[src/rtl/core/fxalu_pkg.sv]
// ============================================================================
// fxalu_pkg: shared definitions for the Q24.8 fixed-point ALU
// Operation codes, widths and the record that moves down the pipeline.
// ============================================================================
package fxalu_pkg;

    localparam int FRAC_BITS = 8;
    localparam int WORD_W    = 32;
    // Bits of the shifted dividend, and so the number of divider cells.
    localparam int NUM_W     = WORD_W + FRAC_BITS;

    typedef enum logic [3:0] {
        OP_ADD      = 4'd0,
        OP_SUB      = 4'd1,
        OP_MUL      = 4'd2,
        OP_DIV      = 4'd3,
        OP_GT       = 4'd4,
        OP_LT       = 4'd5,
        OP_GE       = 4'd6,
        OP_LE       = 4'd7,
        OP_EQ       = 4'd8,
        OP_NE       = 4'd9,
        OP_MIN      = 4'd10,
        OP_MAX      = 4'd11,
        OP_INC      = 4'd12,
        OP_DEC      = 4'd13,
        OP_TO_INT   = 4'd14,
        OP_FROM_INT = 4'd15
    } alu_op_t;

    // One item in flight. For divides, rem and numq carry the restoring
    // division state; numq shifts dividend bits out and quotient bits in.
    typedef struct packed {
        logic              is_div;
        logic              dz;
        logic              neg;
        logic              cmp;
        logic [WORD_W-1:0] res;
        logic [WORD_W-1:0] den;
        logic [WORD_W-1:0] rem;
        logic [NUM_W-1:0]  numq;
    } stage_t;

endpackage

[src/rtl/core/fxalu_back.sv]
// ============================================================================
// fxalu_back: result stage and output register
// Applies the quotient sign and the zero-divisor rule, and holds the result
// until the consumer takes it.
// ============================================================================
module fxalu_back
    import fxalu_pkg::*;
(
    input  logic              aclk,
    input  logic              aresetn,
    input  logic              in_valid,
    output logic              in_ready,
    input  stage_t            in_data,
    output logic              out_valid,
    input  logic              out_ready,
    output logic [WORD_W-1:0] out_result_word,
    output logic              out_compare_true,
    output logic              out_divide_by_zero
);

    logic              valid_reg;
    logic [WORD_W-1:0] result_reg;
    logic [WORD_W-1:0] result_next;
    logic              cmp_reg;
    logic              dz_reg;
    logic [WORD_W-1:0] quot;

    assign quot = in_data.numq[WORD_W-1:0];

    always_comb begin
        if (in_data.is_div) begin
            if (in_data.dz) begin
                result_next = '0;
            end else begin
                result_next = in_data.neg ? (WORD_W'(0) - quot) : quot;
            end
        end else begin
            result_next = in_data.res;
        end
    end

    assign in_ready = !valid_reg || out_ready;

    always_ff @(posedge aclk) begin
        if (!aresetn) begin
            valid_reg <= 1'b0;
        end else if (in_ready) begin
            valid_reg <= in_valid;
        end
    end

    always_ff @(posedge aclk) begin
        if (in_ready && in_valid) begin
            result_reg <= result_next;
            cmp_reg    <= in_data.cmp;
            dz_reg     <= in_data.dz;
        end
    end

    assign out_valid          = valid_reg;
    assign out_result_word    = result_reg;
    assign out_compare_true   = cmp_reg;
    assign out_divide_by_zero = dz_reg;

endmodule

[config.mk]
export PLATFORM = sky130hd
export DESIGN_NAME = fxalu_back
export DESIGN_NICKNAME = d
export VERILOG_FILES = /design/src/rtl/core/fxalu_pkg.sv /design/src/rtl/core/fxalu_back.sv
export SDC_FILE = /design/constraint.sdc
export NUM_CORES = 1
export LEC_CHECK = 0
export BUFFER_PORTS_ARGS = -buffer_cell sky130_fd_sc_hd__buf_4
export CAP_MARGIN = 20
export CORE_MARGIN = 10
export CORE_UTILIZATION = 36
export CTS_BUF_LIST = sky130_fd_sc_hd__clkbuf_16
export DETAILED_ROUTE_END_ITERATION = 8
export PLACE_DENSITY = 0.78
export SLEW_MARGIN = 5
export SYNTH_ARGS = -nofsm -noshare
export SYNTH_HDL_FRONTEND = slang
export SYNTH_SLANG_ARGS = --single-unit
[constraint.sdc]
create_clock -name aclk -period 1.8 [get_ports aclk]
set_input_delay 0.18 -clock aclk [delete_from_list [all_inputs] [get_ports aclk]]
set_output_delay 0.18 -clock aclk [all_outputs]
set_load 0.01 [all_outputs]
==> metrics.txt <==
CP Launch Type=input port; Hold WS=0.08300 ns; Worst-Margin Slew=0.4215 ns; GRT overflow=0; I/O Pins=180; TritonCTS clock tree=yes; clk buf depth=2; hold_buf cts=0; Final Skew=0.002549 ns; number of cell rows=28; post-synthesis cell count=200; CP most frequent cell=buf_4; Yosys Warn Count=0; layout cells sized above 1=0.5058; Die Height=98.39 microns; Req. time, crit path=1.81 ns; Via density=5.228; DR vias=2201; wire per inst=18.03 microns; Tot GR Track Use=0.1500; post-CTS setup buffer count=0; Fmax achieved=0.5826 GHz; worst-skew pair later-pin latency=0.27 ns; CP Max Fanout=10; largest net degree at the start of global routing=35; most used flip-flop cell after synthesis=edfxtp_1; CP Class=input port to register; Seq cells post-synth=35; Worst-path clk slew=0.06 ns; vias in the first global route=2395; most frequent cells in the layout=147 x buf_4, 34 x edfxtp_1, 27 x o2bb2ai_1, 23 x xor2_1, 14 x nand2_1; Routed Antenna Nets=0; Starting Density=0.3714; most common cell after layout, fill and taps aside=buf_4; drt drc=0; Synth Area per Inst=11.06 sq um; total core area=5956 sq um; DP Area=3411 sq um; register area share after synthesis=0.4706; status=completed; Cell Area, Synth=2212 sq um; Buffers on Ports=107; CTS root buffer=clkbuf_16; EDFF count, synth=34; Yosys cell types=38; unrepaired setup endpoints after global routing=true; pwr/cell area=706.1 nW/um^2; Slew Limit Fails=0; Tot Pwr=2.554 mW; Setup-failing EPs final=0; final wirelength=7.589 mm; GPL Wtd Cong=0.8111; Hold Vio Cnt, Final=0; PnR worst setup slack=0.08343 ns; CTS buffer count=5; initial antenna violation count=0; first-pass GRT wire length=12.01 mm; Pre-antenna DRT Iters=4; CP peak stage delay=0.37 ns; Final Instance Area=3617 sq um; Pleak=1.559 nW; maximum vdd drop=0.0006357 V; Detailed Route Iter0 Violations=77; endpoint class of the critical path=register; worst slack, placed=-0.2314 ns; minimum clock period=1.717 ns; clk sinks=35; Synth Net Count=345; nets@finish=490; async set-or-reset flop fraction in the synthesized netlist=0; worst rel slew slack=0.7154; Max stage delay cell, worst path=o41ai_1; Post-DP HPWL=5.908 mm; CP Cell Sequence=buf_4, inv_1, ha_1, nor3b_2, buf_4, nand4b_2, buf_4, o41ai_1, xor2_1, o2bb2ai_1; max-cap violations=0; worst min path class=input port to register; Die Width=98.39 microns; die area=9681 sq um; Antenna diodes=0; period utilisation layout=0.9536; P&R area growth vs syn=63.52%; CTS H-tree lvls=2; critical path arrival=1.73 ns
==> path summary, 6_finish.rpt <==
kind,start,endpoint,slack [ns],cells after the start
max,in_data[0],out_result_word[20],0.08,10
min,in_data[136],out_compare_true,0.08,1
max reg2reg,out_valid,out_result_word[1],0.65,3
min reg2reg,out_valid,out_valid,0.54,2
==> routing by layer <==
layer  share of wire  vias to the layer above  track usage
li1                -                     1067            -
met1            0.42                     1045       0.1763
met3           0.068                        6      0.04933
met2            0.50                       83       0.2587
met4          0.0076                        0      0.03197
met5               0                        -            0
==> what timing repair did <==
action,4_1_cts,5_1_grt
resized for setup,0,5
hold endpoints to repair,0,0
endpoints found under the setup margin,0,5
==> sequential cells by signal, summed over array words and instances, names as in the netlist <==
register / flops
out_result_word: 32
out_valid: 1
out_divide_by_zero: 1
out_compare_true: 1
==> cell type report <==
type	instances	area (sq um)
Timing Repair Buffer	148	1124
Multi-Input combinational cell	146	1156
Clock inverter	3	43.79
Fill cell	518	2338
Tap cell	75	93.84
Inverter	9	33.78
Clock buffer	5	125.1
Sequential cell	35	1041
==> cell usage after synthesis, types with 2 or more instances <==
master	count	area share
o2bb2ai_1	27	0.11
o31ai_1	9	0.031
or3_1	3	0.0085
mux2i_1	3	0.014
o41ai_1	6	0.024
nor2_1	7	0.012
o21ai_0	8	0.018
nor3_1	8	0.018
xor2_1	23	0.091
nand2b_1	5	0.014
nand2_1	14	0.024
inv_1	8	0.014
or2_2	2	0.0057
edfxtp_1	34	0.46
clkbuf_1	8	0.014
nand3_1	3	0.0068
nor4_2	2	0.011
xnor2_1	5	0.020
o41ai_2	2	0.015
a21oi_1	2	0.0045
nor4_1	4	0.011
==> logic make-up (layout without fill, tap and decap cells) <==
kind of cell    after synthesis  after routing  synth area share
flops                        35             35            0.4706
mux                           3              3           0.01358
compound gates               58             58            0.2132
fa+ha+maj                     1              1          0.005655
simple gates                 56             56            0.1488
xor+xnor                     28             28            0.1109
buf+inv                      19            165           0.03733
==> stage by stage <==
| stage | TNS [ns] | std cells | util |
|---|---|---|---|
| after global routing | -0.02277 | 421 | 0.6074 |
| after detailed placement | -2.283 | 413 | 0.5727 |
| final | 0 | 421 | 0.6074 |
| after floorplan | -0.1290 | 200 | - |
| after CTS | 0 | 421 | 0.6011 |
| after global placement | -1.964 | 413 | 0.5727 |
==> power by group <==
group          switching, mW  internal (mW)  total [mW]
registers             0.0165          0.972       0.989
logic                  0.264          0.310       0.574
clock network          0.338          0.653       0.991
==> worst max-delay path: cells and delay by family <==
family	cells	cell delay, ns
buf+inv	4	0.51
fa+ha+maj	1	0.15
simple gates	2	0.24
xor+xnor	1	0.18
compound gates	2	0.46
(Power assumes the default switching activity.)
