<file path="config.mk">
export PLATFORM = sky130hd
export DESIGN_NAME = fxalu_front
export DESIGN_NICKNAME = d
export VERILOG_FILES = /design/src/rtl/core/fxalu_pkg.sv /design/src/rtl/core/fxalu_front.sv
export SDC_FILE = /design/constraint.sdc
export NUM_CORES = 2
export LEC_CHECK = 0
export BUFFER_PORTS_ARGS = -buffer_cell sky130_fd_sc_hd__clkbuf_2
export CORE_UTILIZATION = 55
export CTS_BUF_LIST = sky130_fd_sc_hd__clkbuf_2 sky130_fd_sc_hd__clkbuf_4 sky130_fd_sc_hd__clkbuf_8
export CTS_CLUSTER_DIAMETER = 200
export DETAILED_ROUTE_END_ITERATION = 8
export HOLD_SLACK_MARGIN = 0.06
export PLACE_DENSITY = 0.73
export SYNTH_ARGS = -nofsm -noshare
export SYNTH_HDL_FRONTEND = slang
export SYNTH_SLANG_ARGS = --single-unit
</file>
<file path="constraint.sdc">
create_clock -name aclk -period 27.9 [get_ports aclk]
set_input_delay 5.58 -clock aclk [delete_from_list [all_inputs] [get_ports aclk]]
set_output_delay 5.58 -clock aclk [all_outputs]
set_load 0.05 [all_outputs]
</file>
<file path="src/rtl/core/fxalu_pkg.sv">
// ============================================================================
// fxalu_pkg: shared definitions for the Q24.8 fixed-point ALU
// Operation codes, widths and the record that moves down the pipeline.
// ============================================================================
package fxalu_pkg;

    localparam int FRAC_BITS = 8;
    localparam int WORD_W    = 32;
    // Bits of the shifted dividend, and so the number of divider cells.
    localparam int NUM_W     = WORD_W + FRAC_BITS;

    typedef enum logic [3:0] {
        OP_ADD      = 4'd0,
        OP_SUB      = 4'd1,
        OP_MUL      = 4'd2,
        OP_DIV      = 4'd3,
        OP_GT       = 4'd4,
        OP_LT       = 4'd5,
        OP_GE       = 4'd6,
        OP_LE       = 4'd7,
        OP_EQ       = 4'd8,
        OP_NE       = 4'd9,
        OP_MIN      = 4'd10,
        OP_MAX      = 4'd11,
        OP_INC      = 4'd12,
        OP_DEC      = 4'd13,
        OP_TO_INT   = 4'd14,
        OP_FROM_INT = 4'd15
    } alu_op_t;

    // One item in flight. For divides, rem and numq carry the restoring
    // division state; numq shifts dividend bits out and quotient bits in.
    typedef struct packed {
        logic              is_div;
        logic              dz;
        logic              neg;
        logic              cmp;
        logic [WORD_W-1:0] res;
        logic [WORD_W-1:0] den;
        logic [WORD_W-1:0] rem;
        logic [NUM_W-1:0]  numq;
    } stage_t;

endpackage

</file>
<file path="src/rtl/core/fxalu_front.sv">
// ============================================================================
// fxalu_front: operand decode stage
// Computes every operation but the divide, including the multiply, and
// prepares the magnitudes and sign for the divider chain.
// ============================================================================
module fxalu_front
    import fxalu_pkg::*;
(
    input  logic              aclk,
    input  logic              aresetn,
    input  logic              in_valid,
    output logic              in_ready,
    input  logic [3:0]        in_operation,
    input  logic [WORD_W-1:0] in_operand_a,
    input  logic [WORD_W-1:0] in_operand_b,
    output logic              out_valid,
    input  logic              out_ready,
    output stage_t            out_data
);

    logic                   valid_reg;
    stage_t                 data_reg;
    stage_t                 data_next;
    alu_op_t                op;
    logic signed [WORD_W-1:0]   sa;
    logic signed [WORD_W-1:0]   sb;
    logic signed [2*WORD_W-1:0] product;
    logic                   a_lt_b;
    logic                   a_gt_b;
    logic [WORD_W-1:0]      mag_a;
    logic [WORD_W-1:0]      mag_b;

    assign op      = alu_op_t'(in_operation);
    assign sa      = $signed(in_operand_a);
    assign sb      = $signed(in_operand_b);
    assign product = (2*WORD_W)'(sa) * (2*WORD_W)'(sb);
    assign a_lt_b  = sa < sb;
    assign a_gt_b  = sa > sb;
    assign mag_a   = in_operand_a[WORD_W-1] ? (WORD_W'(0) - in_operand_a) : in_operand_a;
    assign mag_b   = in_operand_b[WORD_W-1] ? (WORD_W'(0) - in_operand_b) : in_operand_b;

    always_comb begin
        data_next        = '0;
        data_next.den    = mag_b;
        data_next.numq   = {mag_a, FRAC_BITS'(0)};
        data_next.neg    = in_operand_a[WORD_W-1] ^ in_operand_b[WORD_W-1];
        case (op)
            OP_ADD:      data_next.res = in_operand_a + in_operand_b;
            OP_SUB:      data_next.res = in_operand_a - in_operand_b;
            OP_MUL:      data_next.res = product[FRAC_BITS +: WORD_W];
            OP_DIV: begin
                data_next.is_div = 1'b1;
                data_next.dz     = (in_operand_b == '0);
            end
            OP_GT:       data_next.cmp = a_gt_b;
            OP_LT:       data_next.cmp = a_lt_b;
            OP_GE:       data_next.cmp = !a_lt_b;
            OP_LE:       data_next.cmp = !a_gt_b;
            OP_EQ:       data_next.cmp = (in_operand_a == in_operand_b);
            OP_NE:       data_next.cmp = (in_operand_a != in_operand_b);
            OP_MIN:      data_next.res = a_lt_b ? in_operand_a : in_operand_b;
            OP_MAX:      data_next.res = a_gt_b ? in_operand_a : in_operand_b;
            OP_INC:      data_next.res = in_operand_a + WORD_W'(1);
            OP_DEC:      data_next.res = in_operand_a - WORD_W'(1);
            OP_TO_INT:   data_next.res = WORD_W'(sa >>> FRAC_BITS);
            OP_FROM_INT: data_next.res = in_operand_a << FRAC_BITS;
            default:     data_next.res = '0;
        endcase
    end

    assign in_ready = !valid_reg || out_ready;

    always_ff @(posedge aclk) begin
        if (!aresetn) begin
            valid_reg <= 1'b0;
        end else if (in_ready) begin
            valid_reg <= in_valid;
        end
    end

    always_ff @(posedge aclk) begin
        if (in_ready && in_valid) begin
            data_reg <= data_next;
        end
    end

    assign out_valid = valid_reg;
    assign out_data  = data_reg;

endmodule

</file>
==> results.md <==
- Post-CTS setup buffers: 0
- Place WS: 14160 ps
- Post_cts resized: 0
- Via count: 27350
- Die area: ~0.063 mm^2
- Most common cell in the netlist: inv_1
- Ys async rst share: 0
- CTS buffer count: 9
- Mapped Cells: around 3800
- Final Skew: 15.0 ps
- Global-route wire length before repair: between 150000 and 200000 um
- Register bit count reported by yosys: around 100
- Clock transition at path regs: 100 ps
- Area leader, netlist: fa_1
- Synthesis-to-finish area growth: 4.08%
- Clk_lat worst skew: 420 ps
- Initial Utilization: 0.559
- Status: finished, final reports clean
- DP Wirelength: 78900 um
- Core area: slightly above 0.06 mm^2
- Total track usage: 0.351
- DRT Wirelength: 107000 um
- DIE HEIGHT: ~250 um
- Io pins: 214
- CP arrival: 13560 ps
- Hold slack final: 545 ps
- RSZ-0062 raised after global routing: no
- Setup TNS: 0 ps
- CP endpoint kind: flop
- Share of Yosys cell area claimed by the top area cell type: 0.380
- Seq/Total Area, Yosys: 0.0891
- Hold_buf cts: 0
- Max cap viols: 0
- H-tree depth: 3
- Layout cells sized above 1: 0.0755
- Final-stage net count: around 4800
- Syn_area_per_cell: ~9 um^2
- Clock Tree Buf Depth: 2
- Startpoint Class: primary input
- Maximum fanout along the worst path: 37
- Final ANT Viol Nets: 0
- Yosys warning total: 0
- Period utilization: 0.482
- Final Hold Viols: 0
- Required @ worst endpoint: 28020 ps
- Min Tclk post-route: 13440 ps
- Residual DRC count: 0
- Slew @ Worst Pin: approximately 1300 ps
- Drt pass-1 iters: 6
- Vias in the first global route: 28737
- Initial antenna violation count: 5
- CTS tree: yes
- Syn Std Cell Area: 0.0339 mm^2
- Total global routing overflow: 0
- Max frequency: 74.4 MHz
- Main synth FF type: edfxtp_1
- Pin count of the biggest net entering global routing: 59
- Setup CP Type: primary input to flop
- DR iter-0 viols: 2657
- Via density: 5.97
- Number of flops mapped to enable cells by yosys: 100
- Port Buffers: 173
- Final setup margin: 14460 ps
- Unique masters post-synth: 91
- Commonest cells in the netlist: inv_1 (695), fa_1 (644), and2_1 (399), nand2_1 (380), ha_1 (239)
- Placement Rows: 90
- Final GP Congestion: 1.06
- Hold crit path type: flop to flop
- Synth top area cells: fa_1 (38%), edfxtp_1 (8.9%), ha_1 (8.8%), inv_1 (7.7%), and2_1 (7.4%)
- Final Setup Violations: 0
- Clock sink count: 101
- Root buf cell: clkbuf_8
- Drt wl/cell: approximately 23 um
- Max-slew violations: 0
- Die X: 250 um
- Worst slew margin: 0.156
[stage by stage]
step	utilization	std cells	area, um^2
floorplan	-	3837	34100
global placement	0.579	4569	35100
detailed placement	0.579	4569	35100
CTS	0.582	4584	35300
global route	0.582	4584	35300
finish	0.582	4585	35300
[worst max-delay path: stages]
cell and delay [ps]:
clkbuf_2 500, and2_1 420, fa_1 580, fa_1 450, fa_1 530, inv_1 60
fa_1 480, inv_1 50, fa_1 500, inv_1 60, fa_1 530, inv_1 50
fa_1 470, fa_1 380, ha_1 400, a21oi_1 250, o211ai_1 150, o2111ai_1 120
and3_1 270, a21oi_1 150, o31a_1 360, or3_1 320, a311oi_1 640, o211ai_1 220
[per-layer routing]
| metal | part of all wire | GRT usage | vias to the layer above |
|---|---|---|---|
| met1 | 0.38 | 0.455 | 13571 |
| met4 | 0.055 | 0.158 | 2 |
| met2 | 0.44 | 0.552 | 1635 |
| li1 | - | - | 11748 |
| met3 | 0.12 | 0.0933 | 394 |
| met5 | 0.000065 | 0 | - |
[worst paths after layout]
kind | slack, ps | to | startpoint | cells past startpoint
worst min-delay path | 540 | out_valid$_SDFFE_PN0N_ | out_valid$_SDFFE_PN0N_ | 2
worst max register to register | 25810 | out_data[82]$_DFFE_PP_ | out_valid$_SDFFE_PN0N_ | 3
worst max-delay path | 14460 | out_data[131]$_DFFE_PP_ | in_operand_b[5] | 24
worst min register to register | 540 | out_valid$_SDFFE_PN0N_ | out_valid$_SDFFE_PN0N_ | 2
[sequential cells by signal, summed over array words and instances, names as in the netlist]
name       cells
out_data     100
out_valid      1
[cell usage in the layout (no fill, tap or decap), types with 10 or more instances in the layout]
cell type / count
inv_1: 695
fa_1: 644
and2_1: 398
nand2_1: 380
ha_1: 239
clkbuf_2: 173
xnor2_1: 161
nor2_1: 135
a21oi_1: 128
edfxtp_1: 100
o21ai_0: 84
buf_4: 56
mux2i_1: 41
xor2_1: 41
conb_1: 40
a21o_1: 38
nand2b_1: 30
nand3_1: 27
or3_1: 24
nand4_1: 20
nor3_1: 19
and3_1: 18
o31ai_1: 18
a31oi_1: 15
a222oi_1: 15
a211oi_1: 14
o211ai_1: 14
nor2b_1: 12
o21a_1: 11
a221oi_1: 10
o22ai_1: 10
[cell type report]
| type | count | area, um^2 |
|---|---|---|
| Antenna cell | 1 | 2.50 |
| Clock buffer | 9 | 124 |
| Clock inverter | 6 | 57.6 |
| Fill cell | 5364 | 25400 |
| Inverter | 698 | 2620 |
| Multi-Input combinational cell | 2759 | 27200 |
| Sequential cell | 101 | 3020 |
| Tap cell | 782 | 978 |
| Timing Repair Buffer | 229 | 1290 |
[cell families after synthesis]
| kind of cell | count (synthesis) | synth area share |
|---|---|---|
| other | 1 | 0.000111 |
| muxes | 50 | 0.0151 |
| buffers and inverters | 977 | 0.113 |
| and+or+nand+nor | 1132 | 0.173 |
| adders and majority gates | 883 | 0.468 |
| DFF | 101 | 0.0891 |
| AOI/OAI and AO/OA | 451 | 0.0884 |
| xor gates and xnor gates | 203 | 0.0528 |
Power is not shown: default switching activity piles up to over one toggle a cycle in this logic, so the estimate is an artifact.
