**config.mk**
```make
export PLATFORM = sky130hd
export DESIGN_NAME = fxalu_cell
export DESIGN_NICKNAME = d
export VERILOG_FILES = /design/src/rtl/core/fxalu_pkg.sv /design/src/rtl/core/fxalu_cell.sv
export SDC_FILE = /design/constraint.sdc
export NUM_CORES = 1
export LEC_CHECK = 0
export ABC_AREA = 0
export BUFFER_PORTS_ARGS = -buffer_cell sky130_fd_sc_hd__clkbuf_2
export CAP_MARGIN = 20
export CORE_ASPECT_RATIO = 0.5
export CORE_MARGIN = 8
export CORE_UTILIZATION = 35
export CTS_CLUSTER_SIZE = 10
export DETAILED_ROUTE_END_ITERATION = 12
export SLEW_MARGIN = 20
export SYNTH_ARGS = -nofsm -noshare
export SYNTH_HDL_FRONTEND = slang
export SYNTH_SLANG_ARGS = --single-unit
```
**constraint.sdc**
```tcl
create_clock -name aclk -period 6.4 [get_ports aclk]
set_input_delay 1.28 -clock aclk [delete_from_list [all_inputs] [get_ports aclk]]
set_output_delay 1.28 -clock aclk [all_outputs]
set_load 0.02 [all_outputs]
```
**src/rtl/core/fxalu_pkg.sv**
```systemverilog
// ============================================================================
// fxalu_pkg: shared definitions for the Q24.8 fixed-point ALU
// Operation codes, widths and the record that moves down the pipeline.
// ============================================================================
package fxalu_pkg;

    localparam int FRAC_BITS = 8;
    localparam int WORD_W    = 32;
    // Bits of the shifted dividend, and so the number of divider cells.
    localparam int NUM_W     = WORD_W + FRAC_BITS;

    typedef enum logic [3:0] {
        OP_ADD      = 4'd0,
        OP_SUB      = 4'd1,
        OP_MUL      = 4'd2,
        OP_DIV      = 4'd3,
        OP_GT       = 4'd4,
        OP_LT       = 4'd5,
        OP_GE       = 4'd6,
        OP_LE       = 4'd7,
        OP_EQ       = 4'd8,
        OP_NE       = 4'd9,
        OP_MIN      = 4'd10,
        OP_MAX      = 4'd11,
        OP_INC      = 4'd12,
        OP_DEC      = 4'd13,
        OP_TO_INT   = 4'd14,
        OP_FROM_INT = 4'd15
    } alu_op_t;

    // One item in flight. For divides, rem and numq carry the restoring
    // division state; numq shifts dividend bits out and quotient bits in.
    typedef struct packed {
        logic              is_div;
        logic              dz;
        logic              neg;
        logic              cmp;
        logic [WORD_W-1:0] res;
        logic [WORD_W-1:0] den;
        logic [WORD_W-1:0] rem;
        logic [NUM_W-1:0]  numq;
    } stage_t;

endpackage

```
**src/rtl/core/fxalu_cell.sv**
```systemverilog
// ============================================================================
// fxalu_cell: one restoring division step
// Brings in one dividend bit, subtracts the divisor when it fits and shifts
// the quotient bit in; other items keep their result fields unchanged.
// ============================================================================
module fxalu_cell
    import fxalu_pkg::*;
(
    input  logic   aclk,
    input  logic   aresetn,
    input  logic   in_valid,
    output logic   in_ready,
    input  stage_t in_data,
    output logic   out_valid,
    input  logic   out_ready,
    output stage_t out_data
);

    logic            valid_reg;
    stage_t          data_reg;
    stage_t          data_next;
    logic [WORD_W:0] trial;
    logic [WORD_W:0] diff;
    logic            fits;

    assign trial = {in_data.rem, in_data.numq[NUM_W-1]};
    assign diff  = trial - {1'b0, in_data.den};
    assign fits  = trial >= {1'b0, in_data.den};

    always_comb begin
        data_next      = in_data;
        data_next.rem  = fits ? diff[WORD_W-1:0] : trial[WORD_W-1:0];
        data_next.numq = {in_data.numq[NUM_W-2:0], fits};
    end

    assign in_ready = !valid_reg || out_ready;

    always_ff @(posedge aclk) begin
        if (!aresetn) begin
            valid_reg <= 1'b0;
        end else if (in_ready) begin
            valid_reg <= in_valid;
        end
    end

    always_ff @(posedge aclk) begin
        if (in_ready && in_valid) begin
            data_reg <= data_next;
        end
    end

    assign out_valid = valid_reg;
    assign out_data  = data_reg;

    // A held item must not change while the next cell is full.
    a_hold: assert property (@(posedge aclk) disable iff (!aresetn)
        valid_reg && !out_ready |=> valid_reg && $stable(data_reg))
        else $error("division cell changed a stalled item");

    // For a divide with a nonzero divisor, the partial remainder stays below the divisor.
    a_rem_bound: assert property (@(posedge aclk) disable iff (!aresetn)
        valid_reg && data_reg.is_div && !data_reg.dz |-> data_reg.rem < data_reg.den)
        else $error("partial remainder not below divisor");

    // The zero-divisor flag only travels with a divide whose divisor is zero.
    a_dz_zero: assert property (@(posedge aclk) disable iff (!aresetn)
        valid_reg && data_reg.dz |-> data_reg.is_div && data_reg.den == '0)
        else $error("zero-divisor flag on an item with a nonzero divisor");

endmodule

```
==> results.py <==
metrics = {
    "flow_run": {
        "max_cap_viol_count": 0,
    },
    "worst_setup_path": {
        "cp-start-kind": "primary input",
        "critical_path_class": "primary input to register",
        "worst-endpoint-arrival_ns": 4.23,
        "worst_path_max_delay_cell": "sky130_fd_sc_hd__fa_1",
        "critical_path_buf_inv_count": 2,
        "critical_path_required_ns": 6.56,
        "r2r_setup_slack_ns": 4.46,
        "highest_cell_delay_on_the_worst_timing_path_ns": 0.40,
        "critical_path_maximum_fanout": 3,
        "critPathMostFrequentCell": "sky130_fd_sc_hd__a21oi_1",
        "end_kind": "register",
        "worstPathCellList": "clkbuf_2 > inv_1 > ha_1 > fa_1 > nand2b_1 > a21oi_1 > o2111ai_1 > o311a_1 > a21oi_1 > a21oi_1 > o41ai_1 > xor2_1 > mux2_1",
        "crit_family": "compound AO/OA/AOI/OAI gates",
    },
    "finish": {
        "nFillCells": 1669,
        "syn_to_final_growth_pct": 35.5,
        "num-nets-final": 955,
        "drive_above_1_share": 0.417,
        "finished_cell_area_um2": 8720,
        "final_cell_count_no_fill": 1031,
        "insertedDiodeCount": 0,
    },
    "power_and_ir_drop": {
        "vdd_ir_drop_max_v": 0.000160,
        "leakage_power_total_nw": 3.92,
        "p_per_area_nw_per_um2": 299,
        "totalPowerFinal_mw": 2.61,
    },
    "synth": {
        "postSynth.topFlopCell": "sky130_fd_sc_hd__edfxtp_1",
        "synthCells": 486,
        "dominant_cells_by_area_after_synthesis": "sky130_fd_sc_hd__edfxtp_1 (65%), sky130_fd_sc_hd__ha_1 (6.2%), sky130_fd_sc_hd__a21oi_1 (4.3%), sky130_fd_sc_hd__inv_1 (2.3%), sky130_fd_sc_hd__nor2_1 (2.2%)",
        "synth_area_per_cell_um2": 13.2,
        "synth.largest_area_cell": "sky130_fd_sc_hd__edfxtp_1",
        "ys_async_sr_fraction": 0,
        "number_of_flops_mapped_to_enable_cells_by_yosys": 140,
        "yosys_warnings": 0,
        "yosys.area.top_type_share": 0.653,
        "synth.distinct_cells": 49,
        "seq_area_frac_synth": 0.656,
        "mappedNetlistArea_um2": 6440,
        "postSynthRegisterBits": 141,
        "synth_fp_nets": 663,
        "post-synth-top-count-cell": "sky130_fd_sc_hd__edfxtp_1",
        "ys_top_cells_by_count": "sky130_fd_sc_hd__edfxtp_1 (140), sky130_fd_sc_hd__a21oi_1 (55), sky130_fd_sc_hd__inv_1 (39)",
    },
    "timing": {
        "finalHoldViolations": 0,
        "final_min_period_over_clock_period": 0.636,
        "final.setup_skew_ns": 0.00645,
        "timing.final.crit_period_ns": 4.07,
        "fin_ws_ns": 2.33,
        "max_slew_margin": 0.480,
        "rsz0062_at_grt": "false",
        "max_clock_freq_mhz": 246,
        "final.setup.tns_ns": 0,
        "worst_tran_pin_value_ns": 0.779,
        "setup_viol": 0,
        "final-max-slew-violation-count": 0,
    },
    "die": {
        "core_area_um2": 18200,
        "height_of_the_die_um": 112,
        "start_util": 0.353,
        "die_width_um": 208,
        "top_level_ports": 286,
        "placement_rows": 35,
        "dieArea_um2": 23200,
    },
    "place": {
        "dpl-instance-area_um2": 8130,
        "dp_hpwl_um": 14700,
        "routabilityCongestion": 0.834,
        "io_buffer_count": 285,
        "post_placement_cell_count": 999,
        "dp_slack_ns": 1.90,
    },
    "global_routing": {
        "global_route_wire_length_before_repair_um": 28900,
        "grt_pass1_vias": 5050,
        "antenna_violations_before_repair": 0,
        "groute.usage.overall": 0.156,
        "largest_net_degree_at_the_start_of_global_routing": 87,
        "globalRoute.totalOverflow": 0,
    },
    "clock_tree": {
        "tritoncts_num_sinks": 141,
        "clk_root_buffer_cell": "sky130_fd_sc_hd__clkbuf_16",
        "post_cts_setup_bufs": 0,
        "cts_made_buffers": 17,
        "cts-hold-fix-buffers": 0,
        "cts_resized": 0,
        "clock_latency_ns": 0.41,
        "path_clk_slew_ns": 0.06,
        "clock_path_buffers": 2,
        "clock_tree.htree_level_count": 4,
        "tritoncts": "yes",
    },
    "route": {
        "via_per_inst": 4.77,
        "dr_total_vias": 4916,
        "drt_wl_total_um": 18600,
        "top_layer_used": "met4",
        "routed-wl-met3_um": 925,
        "wl_per_cell_um": 18.0,
        "drc_errors": 0,
        "met2_wirelength_um": 9540,
        "antenna_violating_nets_post_route": 0,
        "drt-pass1-iter-count": 4,
        "routed_met1_length_um": 7960,
        "detail_route.iter0.violations": 338,
    },
    "hold_path": {
        "hp-class": "register to register",
    },
    "outcome": {
        "outcome": "completed",
    },
}
kinds of logic after synthesis:
| group | Yosys count | share of synthesized area |
|---|---|---|
| AND/OR/NAND/NOR | 100 | 0.0706 |
| AO/OA/AOI/OAI | 119 | 0.116 |
| flip-flops | 141 | 0.656 |
| adder cells (fa/ha/maj) | 33 | 0.0653 |
| XOR/XNOR | 27 | 0.0367 |
| multiplexers | 12 | 0.0206 |
| buffers and inverters | 54 | 0.0340 |
state kept, by name (all words and copies together), names as in the netlist:
| register | cells |
|---|---|
| out_valid | 1 |
| out_data | 140 |
stage by stage:
step | utilization | hold slack, ns
3_3_place_gp | 0.446 | 0.517
6_report | 0.479 | 0.542
3_5_place_dp | 0.446 | 0.537
5_1_grt | 0.479 | 0.597
2_1_floorplan | - | 0.750
4_1_cts | 0.479 | 0.546
worst reg2reg max path, cell delays in order, from the launching register on:
cell and delay (ns):
sky130_fd_sc_hd__dfxtp_1 0.31, sky130_fd_sc_hd__nand2b_1 0.10, sky130_fd_sc_hd__and2_4 0.62, sky130_fd_sc_hd__buf_12 0.44
worst paths after layout:
check	from	endpoint	cells after the start
max	in_data[39]	out_data[70]$_DFFE_PP_	13
min	out_valid$_SDFFE_PN0N_	out_valid$_SDFFE_PN0N_	2
max reg2reg	out_valid$_SDFFE_PN0N_	out_data[110]$_DFFE_PP_	3
min reg2reg	out_valid$_SDFFE_PN0N_	out_valid$_SDFFE_PN0N_	2
layer usage:
| metal | GRT usage | vias up |
|---|---|---|
| li1 | - | 2388 |
| met1 | 0.188 | 2354 |
| met2 | 0.274 | 161 |
| met3 | 0.0426 | 13 |
| met4 | 0.0405 | 0 |
| met5 | 0 | - |
cell usage in the layout, fill, tap and decap left out, types with 5 or more instances in the layout:
master,netlist,final
sky130_fd_sc_hd__clkbuf_2,0,285
sky130_fd_sc_hd__edfxtp_1,140,140
sky130_fd_sc_hd__a21oi_1,55,55
sky130_fd_sc_hd__inv_1,39,39
sky130_fd_sc_hd__nor2_1,37,37
sky130_fd_sc_hd__ha_1,32,32
sky130_fd_sc_hd__nand2_1,28,28
sky130_fd_sc_hd__clkbuf_16,0,17
sky130_fd_sc_hd__o21ai_0,15,15
sky130_fd_sc_hd__xnor2_1,15,15
sky130_fd_sc_hd__a21o_1,13,13
sky130_fd_sc_hd__xor2_1,12,12
sky130_fd_sc_hd__nand3_1,8,8
sky130_fd_sc_hd__nand4_1,7,7
sky130_fd_sc_hd__o21a_1,6,6
sky130_fd_sc_hd__mux2_2,6,6
sky130_fd_sc_hd__nand2b_1,5,5
layout make-up:
type | instances | area [µm²] | share of cell area
multi-input combinational | 291 | 2000 | 0.229
clock inverter | 13 | 161 | 0.0185
inverter | 39 | 146 | 0.0168
sequential | 141 | 4220 | 0.484
tap | 240 | 300 | 0.0344
clock buffer | 19 | 433 | 0.0496
timing repair buffer | 288 | 1460 | 0.168
power by group:
part / internal [mW] / switching [mW]
Combinational: 0.176 / 0.295
Sequential: 1.11 / 0.0193
Clock: 0.616 / 0.398
(Power assumes the default switching activity.)
